==> src/sv/assert_macros.svh <==
// assertion macros used by the ring queue unit
`ifndef ASSERT_MACROS_SVH
`define ASSERT_MACROS_SVH
`ifndef SYNTH
// antecedent implies consequent in the same cycle
`define ASSERT_IMPLY(lbl, clk, rst, ante, cons) \
  lbl: assert property (@(posedge clk) disable iff (rst) (ante) |-> (cons)) \
    else $error("assertion failed");
// antecedent implies consequent in the next cycle
`define ASSERT_NEXT(lbl, clk, rst, ante, cons) \
  lbl: assert property (@(posedge clk) disable iff (rst) (ante) |=> (cons)) \
    else $error("assertion failed");
`else
`define ASSERT_IMPLY(lbl, clk, rst, ante, cons)
`define ASSERT_NEXT(lbl, clk, rst, ante, cons)
`endif
`endif

==> src/sv/rqed_pkg.sv <==
// shared constants and codes of the ring queue unit
`timescale 1ns / 1ps
`default_nettype none
package rqed_pkg;

  localparam int MAX_DEPTH      = 32;
  localparam int MAX_ELEM_BYTES = 8;

  // request action codes
  localparam logic [2:0] ACT_PUSH  = 3'd0;
  localparam logic [2:0] ACT_POP   = 3'd1;
  localparam logic [2:0] ACT_PEEK  = 3'd2;
  localparam logic [2:0] ACT_READ  = 3'd3;
  localparam logic [2:0] ACT_DEL   = 3'd4;
  localparam logic [2:0] ACT_DEC   = 3'd5;
  localparam logic [2:0] ACT_CLEAR = 3'd6;

  // configuration register indexes
  localparam logic [0:0] REG_QUEUE_LENGTH  = 1'b0;
  localparam logic [0:0] REG_ELEMENT_BYTES = 1'b1;

  // configuration reset values
  localparam logic [5:0] QUEUE_LENGTH_RST  = 6'd32;
  localparam logic [3:0] ELEMENT_BYTES_RST = 4'd8;

endpackage
`default_nettype wire

==> src/sv/ring_queue_with_end_delete_unit.sv <==
// ring queue with end delete: slot memory, pointers and request sequencer
// an accepted request goes to S_RD for the slot memory read; out_valid rises once S_RD loads the free result register
// a new request is taken only in S_IDLE, once the last one has loaded its result after the slot read and write-back
// a waiting result does not block the next request; only a second result stalls
// reset: head and tail go to zero, per-slot valid bits clear so every slot reads zero
// reset: queue_length goes to 32 and element_bytes to 8; no clearing pass is needed
`timescale 1ns / 1ps
`default_nettype none
`include "assert_macros.svh"
module ring_queue_with_end_delete_unit #(
  parameter int MAX_DEPTH      = rqed_pkg::MAX_DEPTH,
  parameter int MAX_ELEM_BYTES = rqed_pkg::MAX_ELEM_BYTES
) (
  input  logic        clk,
  input  logic        rst,
  // configuration write port
  input  logic        cfg_we,
  input  logic [0:0]  cfg_index,
  input  logic [5:0]  cfg_data,
  // request channel
  input  logic        in_valid,
  output logic        in_ready,
  input  logic [2:0]  action,
  input  logic [63:0] push_data,
  input  logic [5:0]  item_index,
  // result channel
  output logic        out_valid,
  input  logic        out_ready,
  output logic        status,
  output logic [63:0] read_data,
  output logic [4:0]  entry_count,
  output logic        is_empty
);

  // pointer, length and data widths
  localparam int PW = (MAX_DEPTH > 2) ? $clog2(MAX_DEPTH) : 1;
  localparam int LW = $clog2(MAX_DEPTH + 1);
  localparam int AW = (LW + 1 > 7) ? LW + 1 : 7;
  localparam int DW = 8 * MAX_ELEM_BYTES;

  typedef enum logic {S_IDLE, S_RD} state_t;

  state_t          state;
  logic [5:0]      queue_length;
  logic [3:0]      element_bytes;
  logic [PW-1:0]   head;
  logic [PW-1:0]   tail;

  // request held during the read-modify-write
  logic [2:0]      act_q;
  logic [DW-1:0]   pdata_q;
  logic [PW-1:0]   idx_q;
  logic            idx_ok_q;

  // slot memory with per-slot valid bits
  logic [DW-1:0]        mem [MAX_DEPTH];
  logic [MAX_DEPTH-1:0] vld;
  logic [DW-1:0]        rdata;
  logic                 rd_vld;

  logic            accept;
  logic            load;
  logic [AW-1:0]   len;
  logic [3:0]      eb_eff;
  logic [DW-1:0]   mask;
  logic [AW-1:0]   idx_f;
  logic            idx_ok;
  logic [PW-1:0]   rd_addr;

  logic            st_next;
  logic [DW-1:0]   dat_next;
  logic [PW-1:0]   head_next;
  logic [PW-1:0]   tail_next;
  logic            wr_en;
  logic [PW-1:0]   wr_addr;
  logic [DW-1:0]   wr_data;
  logic [4:0]      count_next;
  logic            mem_we;

  function automatic logic [AW-1:0] advance(input logic [AW-1:0] p, input logic [AW-1:0] l);
    logic [AW-1:0] n;
    n = p + AW'(1);
    return (n >= l) ? '0 : n;
  endfunction

  assign accept   = in_valid && in_ready;
  assign in_ready = (state == S_IDLE);
  // result register free or being emptied this cycle
  assign load     = (state == S_RD) && (!out_valid || out_ready);
  assign mem_we   = load && wr_en;

  // effective length and byte mask from the clamped registers
  always_comb begin
    len = AW'(queue_length);
    if (len < AW'(2)) len = AW'(2);
    if (len > AW'(MAX_DEPTH)) len = AW'(MAX_DEPTH);
    eb_eff = element_bytes;
    if (eb_eff == 4'd0) eb_eff = 4'd1;
    if (eb_eff > 4'(MAX_ELEM_BYTES)) eb_eff = 4'(MAX_ELEM_BYTES);
    for (int k = 0; k < MAX_ELEM_BYTES; k++) begin
      mask[8*k +: 8] = (4'(k) < eb_eff) ? 8'hFF : 8'h00;
    end
  end

  // index fold and read address, evaluated in the accept cycle
  always_comb begin
    logic [AW-1:0] raw;
    raw    = AW'(item_index);
    idx_f  = (raw < len) ? raw : raw - len;
    idx_ok = (idx_f < len);
    if (action == rqed_pkg::ACT_POP || action == rqed_pkg::ACT_PEEK || !idx_ok) begin
      rd_addr = head;
    end else begin
      rd_addr = idx_f[PW-1:0];
    end
  end

  // modify step on the slot read back from memory
  always_comb begin
    logic [DW-1:0] v;
    logic [DW-1:0] vm;
    logic [AW-1:0] head_a;
    logic [AW-1:0] tail_a;
    logic [AW-1:0] head_adv;
    logic [AW-1:0] tail_adv;
    logic [AW-1:0] idx_adv;
    logic [AW-1:0] tail_dec;
    logic [AW-1:0] hn_a;
    logic [AW-1:0] tn_a;
    logic [AW-1:0] cnt_a;
    logic          empty;
    logic          rm_head;
    logic          rm_tail;
    v        = rd_vld ? rdata : '0;
    vm       = v & mask;
    head_a   = AW'(head);
    tail_a   = AW'(tail);
    head_adv = advance(head_a, len);
    tail_adv = advance(tail_a, len);
    idx_adv  = advance(AW'(idx_q), len);
    tail_dec = (tail_a != '0) ? tail_a - AW'(1) : len - AW'(1);
    empty    = (head == tail);
    // entry is removable only at the head or as the last entry
    rm_head  = (head_a == AW'(idx_q));
    rm_tail  = (tail_a == idx_adv);

    st_next   = 1'b1;
    dat_next  = '0;
    head_next = head;
    tail_next = tail;
    wr_en     = 1'b0;
    wr_addr   = idx_q;
    wr_data   = '0;

    case (act_q)
      rqed_pkg::ACT_PUSH: begin
        if (tail_adv != head_a) begin
          wr_en     = 1'b1;
          wr_addr   = tail;
          wr_data   = pdata_q & mask;
          tail_next = tail_adv[PW-1:0];
          st_next   = 1'b0;
        end
      end
      rqed_pkg::ACT_POP: begin
        if (!empty) begin
          dat_next  = vm;
          wr_en     = 1'b1;
          wr_addr   = head;
          head_next = head_adv[PW-1:0];
          st_next   = 1'b0;
        end
      end
      rqed_pkg::ACT_PEEK: begin
        if (!empty) begin
          dat_next = vm;
          st_next  = 1'b0;
        end
      end
      rqed_pkg::ACT_READ: begin
        if (!empty && idx_ok_q) begin
          dat_next = vm;
          st_next  = 1'b0;
        end
      end
      rqed_pkg::ACT_DEL: begin
        if (!empty && idx_ok_q) begin
          dat_next = vm;
          wr_en    = 1'b1;
          if (rm_head) begin
            head_next = head_adv[PW-1:0];
            st_next   = 1'b0;
          end else if (rm_tail) begin
            tail_next = tail_dec[PW-1:0];
            st_next   = 1'b0;
          end
        end
      end
      rqed_pkg::ACT_DEC: begin
        if (!empty && idx_ok_q) begin
          dat_next = vm;
          if (v[7:0] != 8'd0) begin
            wr_en        = 1'b1;
            wr_data      = v;
            wr_data[7:0] = v[7:0] - 8'd1;
            // byte 0 reaches zero: entry goes if it sits at an end
            if (v[7:0] == 8'd1) begin
              if (rm_head) begin
                head_next = head_adv[PW-1:0];
                st_next   = 1'b0;
              end else if (rm_tail) begin
                tail_next = tail_dec[PW-1:0];
                st_next   = 1'b0;
              end
            end
          end
        end
      end
      rqed_pkg::ACT_CLEAR: begin
        head_next = '0;
        tail_next = '0;
        st_next   = 1'b0;
      end
      default: begin
      end
    endcase

    // occupancy after the step, wrapped by the ring length
    hn_a  = AW'(head_next);
    tn_a  = AW'(tail_next);
    cnt_a = (tn_a >= hn_a) ? tn_a - hn_a : len + tn_a - hn_a;
    count_next = cnt_a[4:0];
  end

  // slot memory: one write port, one registered read port
  always_ff @(posedge clk) begin
    if (mem_we) begin
      mem[wr_addr] <= wr_data;
    end
    if (accept) begin
      rdata <= mem[rd_addr];
    end
  end

  // valid bits: a slot never written reads as zero
  always_ff @(posedge clk) begin
    if (rst) begin
      vld    <= '0;
      rd_vld <= 1'b0;
    end else begin
      if (mem_we) begin
        vld[wr_addr] <= 1'b1;
      end
      if (accept) begin
        rd_vld <= vld[rd_addr];
      end
    end
  end

  // sequencer, pointers, configuration and result register
  always_ff @(posedge clk) begin
    if (rst) begin
      state         <= S_IDLE;
      head          <= '0;
      tail          <= '0;
      queue_length  <= rqed_pkg::QUEUE_LENGTH_RST;
      element_bytes <= rqed_pkg::ELEMENT_BYTES_RST;
      out_valid     <= 1'b0;
    end else begin
      if (cfg_we) begin
        case (cfg_index)
          rqed_pkg::REG_QUEUE_LENGTH:  queue_length  <= cfg_data;
          rqed_pkg::REG_ELEMENT_BYTES: element_bytes <= cfg_data[3:0];
          default: begin
          end
        endcase
      end
      // result taken and no new one loaded behind it
      if (out_valid && out_ready && !load) begin
        out_valid <= 1'b0;
      end
      case (state)
        S_IDLE: begin
          if (accept) begin
            state <= S_RD;
          end
        end
        S_RD: begin
          if (load) begin
            head      <= head_next;
            tail      <= tail_next;
            out_valid <= 1'b1;
            state     <= S_IDLE;
          end
        end
        default: state <= S_IDLE;
      endcase
    end
    // payload registers
    if (accept) begin
      act_q    <= action;
      pdata_q  <= push_data[DW-1:0];
      idx_q    <= idx_f[PW-1:0];
      idx_ok_q <= idx_ok;
    end
    if (load) begin
      status      <= st_next;
      read_data   <= 64'(dat_next);
      entry_count <= count_next;
      is_empty    <= (head_next == tail_next);
    end
  end

  // an accepted request always goes to its memory read-back step
  `ASSERT_NEXT(a_accept_rd, clk, rst, accept, state == S_RD)
  // a result taken into the register is shown and frees the request side
  `ASSERT_NEXT(a_load_out, clk, rst, load, out_valid && state == S_IDLE)
  // an empty queue always reports zero entries
  `ASSERT_IMPLY(a_empty_count, clk, rst, out_valid && is_empty, entry_count == 5'd0)

endmodule
`default_nettype wire
==> config.mk <==
export PLATFORM = sky130hd
export DESIGN_NAME = ring_queue_with_end_delete_unit
export DESIGN_NICKNAME = d
export VERILOG_FILES = /design/src/sv/rqed_pkg.sv /design/src/sv/ring_queue_with_end_delete_unit.sv
export VERILOG_INCLUDE_DIRS = /design/src /design/src/sv
export SDC_FILE = /design/constraint.sdc
export NUM_CORES = 2
export LEC_CHECK = 0
export ABC_AREA = 1
export BUFFER_PORTS_ARGS = -buffer_cell sky130_fd_sc_hd__buf_4
export CAP_MARGIN = 20
export CORE_MARGIN = 2
export CORE_UTILIZATION = 56
export DETAILED_ROUTE_END_ITERATION = 8
export GPL_TIMING_DRIVEN = 1
export MAX_ROUTING_LAYER = met4
export PLACE_DENSITY_LB_ADDON = 0.05
export SLEW_MARGIN = 10
export SYNTH_ARGS = -nofsm -noshare
export SYNTH_HDL_FRONTEND = slang
export SYNTH_SLANG_ARGS = --single-unit
==> constraint.sdc <==
create_clock -name clk -period 9.07 [get_ports clk]
set_clock_uncertainty 0.15 [all_clocks]
set_input_delay 0.907 -clock clk [delete_from_list [all_inputs] [get_ports clk]]
set_output_delay 0.907 -clock clk [all_outputs]
set_load 0.05 [all_outputs]
==> run metrics <==
Pleak=0.0347 µW; period utilization=74.5%; CTS tree=built; residual DRC count=0; total vias in the final route=62,910; largest family of logic cells by synthesized area=simple AND/OR/NAND/NOR gates; routed vias/inst=6.25; setup tns final=0 ns; mux cell area share after synthesis=0.0107%; fin crit period=6.76 ns; simple-gate area share of the yosys netlist=13.7%; CP most frequent cell=nand2_1; pre-CTS setup slack=2.42 ns; Synth Area in Adders=0.758%; Worst path slowest cell=nand2_4; CTS resizes=0; Hold Buf Count CTS=0; Worst-path clk slew=0.06 ns; I/O pin cnt=158; XOR/XNOR Fraction of Synth Area=0.337%; Most used DFF post-synth=edfxtp_1; crit path DAT=7.24 ns; RSZ-0062 raised after global routing=false; commonest non-fill, non-tap cell in the layout=edfxtp_1; H-tree depth=4; Crit path max-delay family=simple AND/OR/NAND/NOR gates; max-capacitance violation count=0; sequential fraction of the synthesis area=73.7%; worst min path class=primary input to flop; FFs w/ async S/R, synth=0%; HPWL after DPL=137 mm; layout cells sized above 1=9.65%; WP data required=9.55 ns; register bit total from synthesis=2,311; Area Overhead vs Synth=12.4%; CTS Root Cell=clkbuf_16; post-CTS setup buffers=0; Mapped Area=93,500 µm²; Critical Path Source Type=flop; Worst setup EP type=flop; status=finished, final reports clean; worst-margin pin slew=1.21 ns; yosys warns=0; row count=149; DRT Wirelength=283 mm; routability cong.=0.892; instance count of the mapped netlist=7,607; WP buf/inv=4; Iteration-0 DRC Markers=8,994; Final WS setup=2.31 ns; Mean Syn Cell Area=12.3 µm²; DR pass1 iterations=6; syn nets=7,745; layout filler cell count=12,570; Unique masters post-synth=56; Die ar.=170,000 µm²; Core Footprint=165,000 µm²; die width=413 µm; total track usage=34.0%; Die H=413 µm; CTS Sinks=2,311; pin count of the biggest net entering global routing=187; CTS Buf Count=229; number of flops mapped to enable cells by yosys=2,256; Final Hold Viols=0; Initial Util=56.5%; global-route wire length before repair=407 mm; nets=7,820; initial antenna violation count=2; commonest non-fill, non-tap cells in the layout=edfxtp_1 (2,256), nand2_1 (1,571), nor2_1 (780); GRT Residual Overflow=0; post-synthesis compound-gate area fraction=8.38%; Routed WL per cell=28.1 µm; clk buf depth=3; Slew Viols, Final=0; slowest cell delay on critical path=0.84 ns; worst skew pair latency=0.88 ns; crit-path max FO=39; Routed Antenna Nets=0; Final setup violation count=0; Peak VDD IR=226 µV; Setup CP Type=flop to flop; vias in the first global route=58,524; f_max=148 MHz; IO Port Bufs=157; pwr dens=254 nW/µm²; Max-slew headroom=19.7%
## power breakdown
group | internal [µW] | switching (µW) | total, µW
Combinational | 1490 | 3810 | 5300
Sequential | 11900 | 117 | 12000
Clock | 5250 | 4090 | 9330
## layer usage
layer / part of all wire, % / global-route usage [%]
met5: 0 / -
met4: 3.3 / 10.6
met3: 10 / 5.75
met2: 46 / 50.7
met1: 41 / 48.3
## sequential cells by signal, indices dropped and copies added (netlist names), 5 cells and up
name / count
mem: 2048
entry_count: 5
tail: 5
idx_q: 5
read_data: 64
head: 5
queue_length: 6
rdata: 64
vld: 32
pdata_q: 64
## Yosys cell counts (4+ instances only)
library cell	n	area [µm²]
nand4_1	7	43.8
edfxtp_1	2256	67700
dfxtp_1	55	1100
inv_1	166	623
a21oi_1	198	991
buf_2	246	1230
o211ai_1	91	683
o22ai_1	344	2150
nand3_1	722	3610
o21ai_1	273	1370
xor2_1	23	201
nand2_2	9	56.3
a211oi_1	4	30.0
o21ai_0	490	2450
buf_1	28	105
nor2_1	790	2970
xnor2_1	13	114
buf_6	4	45.0
ha_1	47	588
clkbuf_1	166	623
inv_2	10	37.5
nand2_1	1571	5900
buf_4	27	203
nor3_1	11	55.1
clkbuf_2	4	20.0
fa_1	6	120
## cell type report
type | instances | area, µm² | area share, %
clock buffer | 284 | 5940 | 5.65
tap | 2189 | 2740 | 2.61
antenna | 2 | 5.00 | 0.00476
sequential | 2311 | 68800 | 65.5
timing repair buffer | 319 | 3040 | 2.90
clock inverter | 140 | 1410 | 1.35
multi-input combinational | 4641 | 22300 | 21.2
inverter | 180 | 801 | 0.762
## logic make-up (layout without fill, tap and decap cells)
family                     count (synthesis)  after routing
other                                      0              2
muxes                                      1              1
AOI/OAI and AO/OA                       1418           1418
adders and majority gates                 53             53
xor gates and xnor gates                  36             36
and+or+nand+nor                         3133           3133
DFF                                     2311           2311
buffers and inverters                    655            923
## through the flow
stage | hold slack (ns) | utilization (%) | cell area (µm²) | total power [µW] | instances
global route | 0.0299 | 63.5 | 105000 | 27600 | 10065
finish | 0.0569 | 63.5 | 105000 | 26700 | 10066
CTS | 0.00206 | 63.3 | 105000 | 26600 | 10040
detailed placement | 0.293 | 58.9 | 97300 | 17400 | 9616
floorplan | 0.280 | - | 93500 | 15800 | 7607
global placement | 0.291 | 58.7 | 97100 | 17400 | 9600
## final timing paths
path | slack [ns] | cells past startpoint | startpoint | to
setup / recovery | 2.31 | 34 | queue_length[3] | entry_count[4]
setup reg to reg | 2.31 | 34 | queue_length[3] | entry_count[4]
hold / removal | 0.06 | 1 | push_data[48] | pdata_q[48]
hold reg to reg | 0.30 | 2 | vld[14] | vld[14]
No activity file was read; power rests on OpenSTA's default activity.
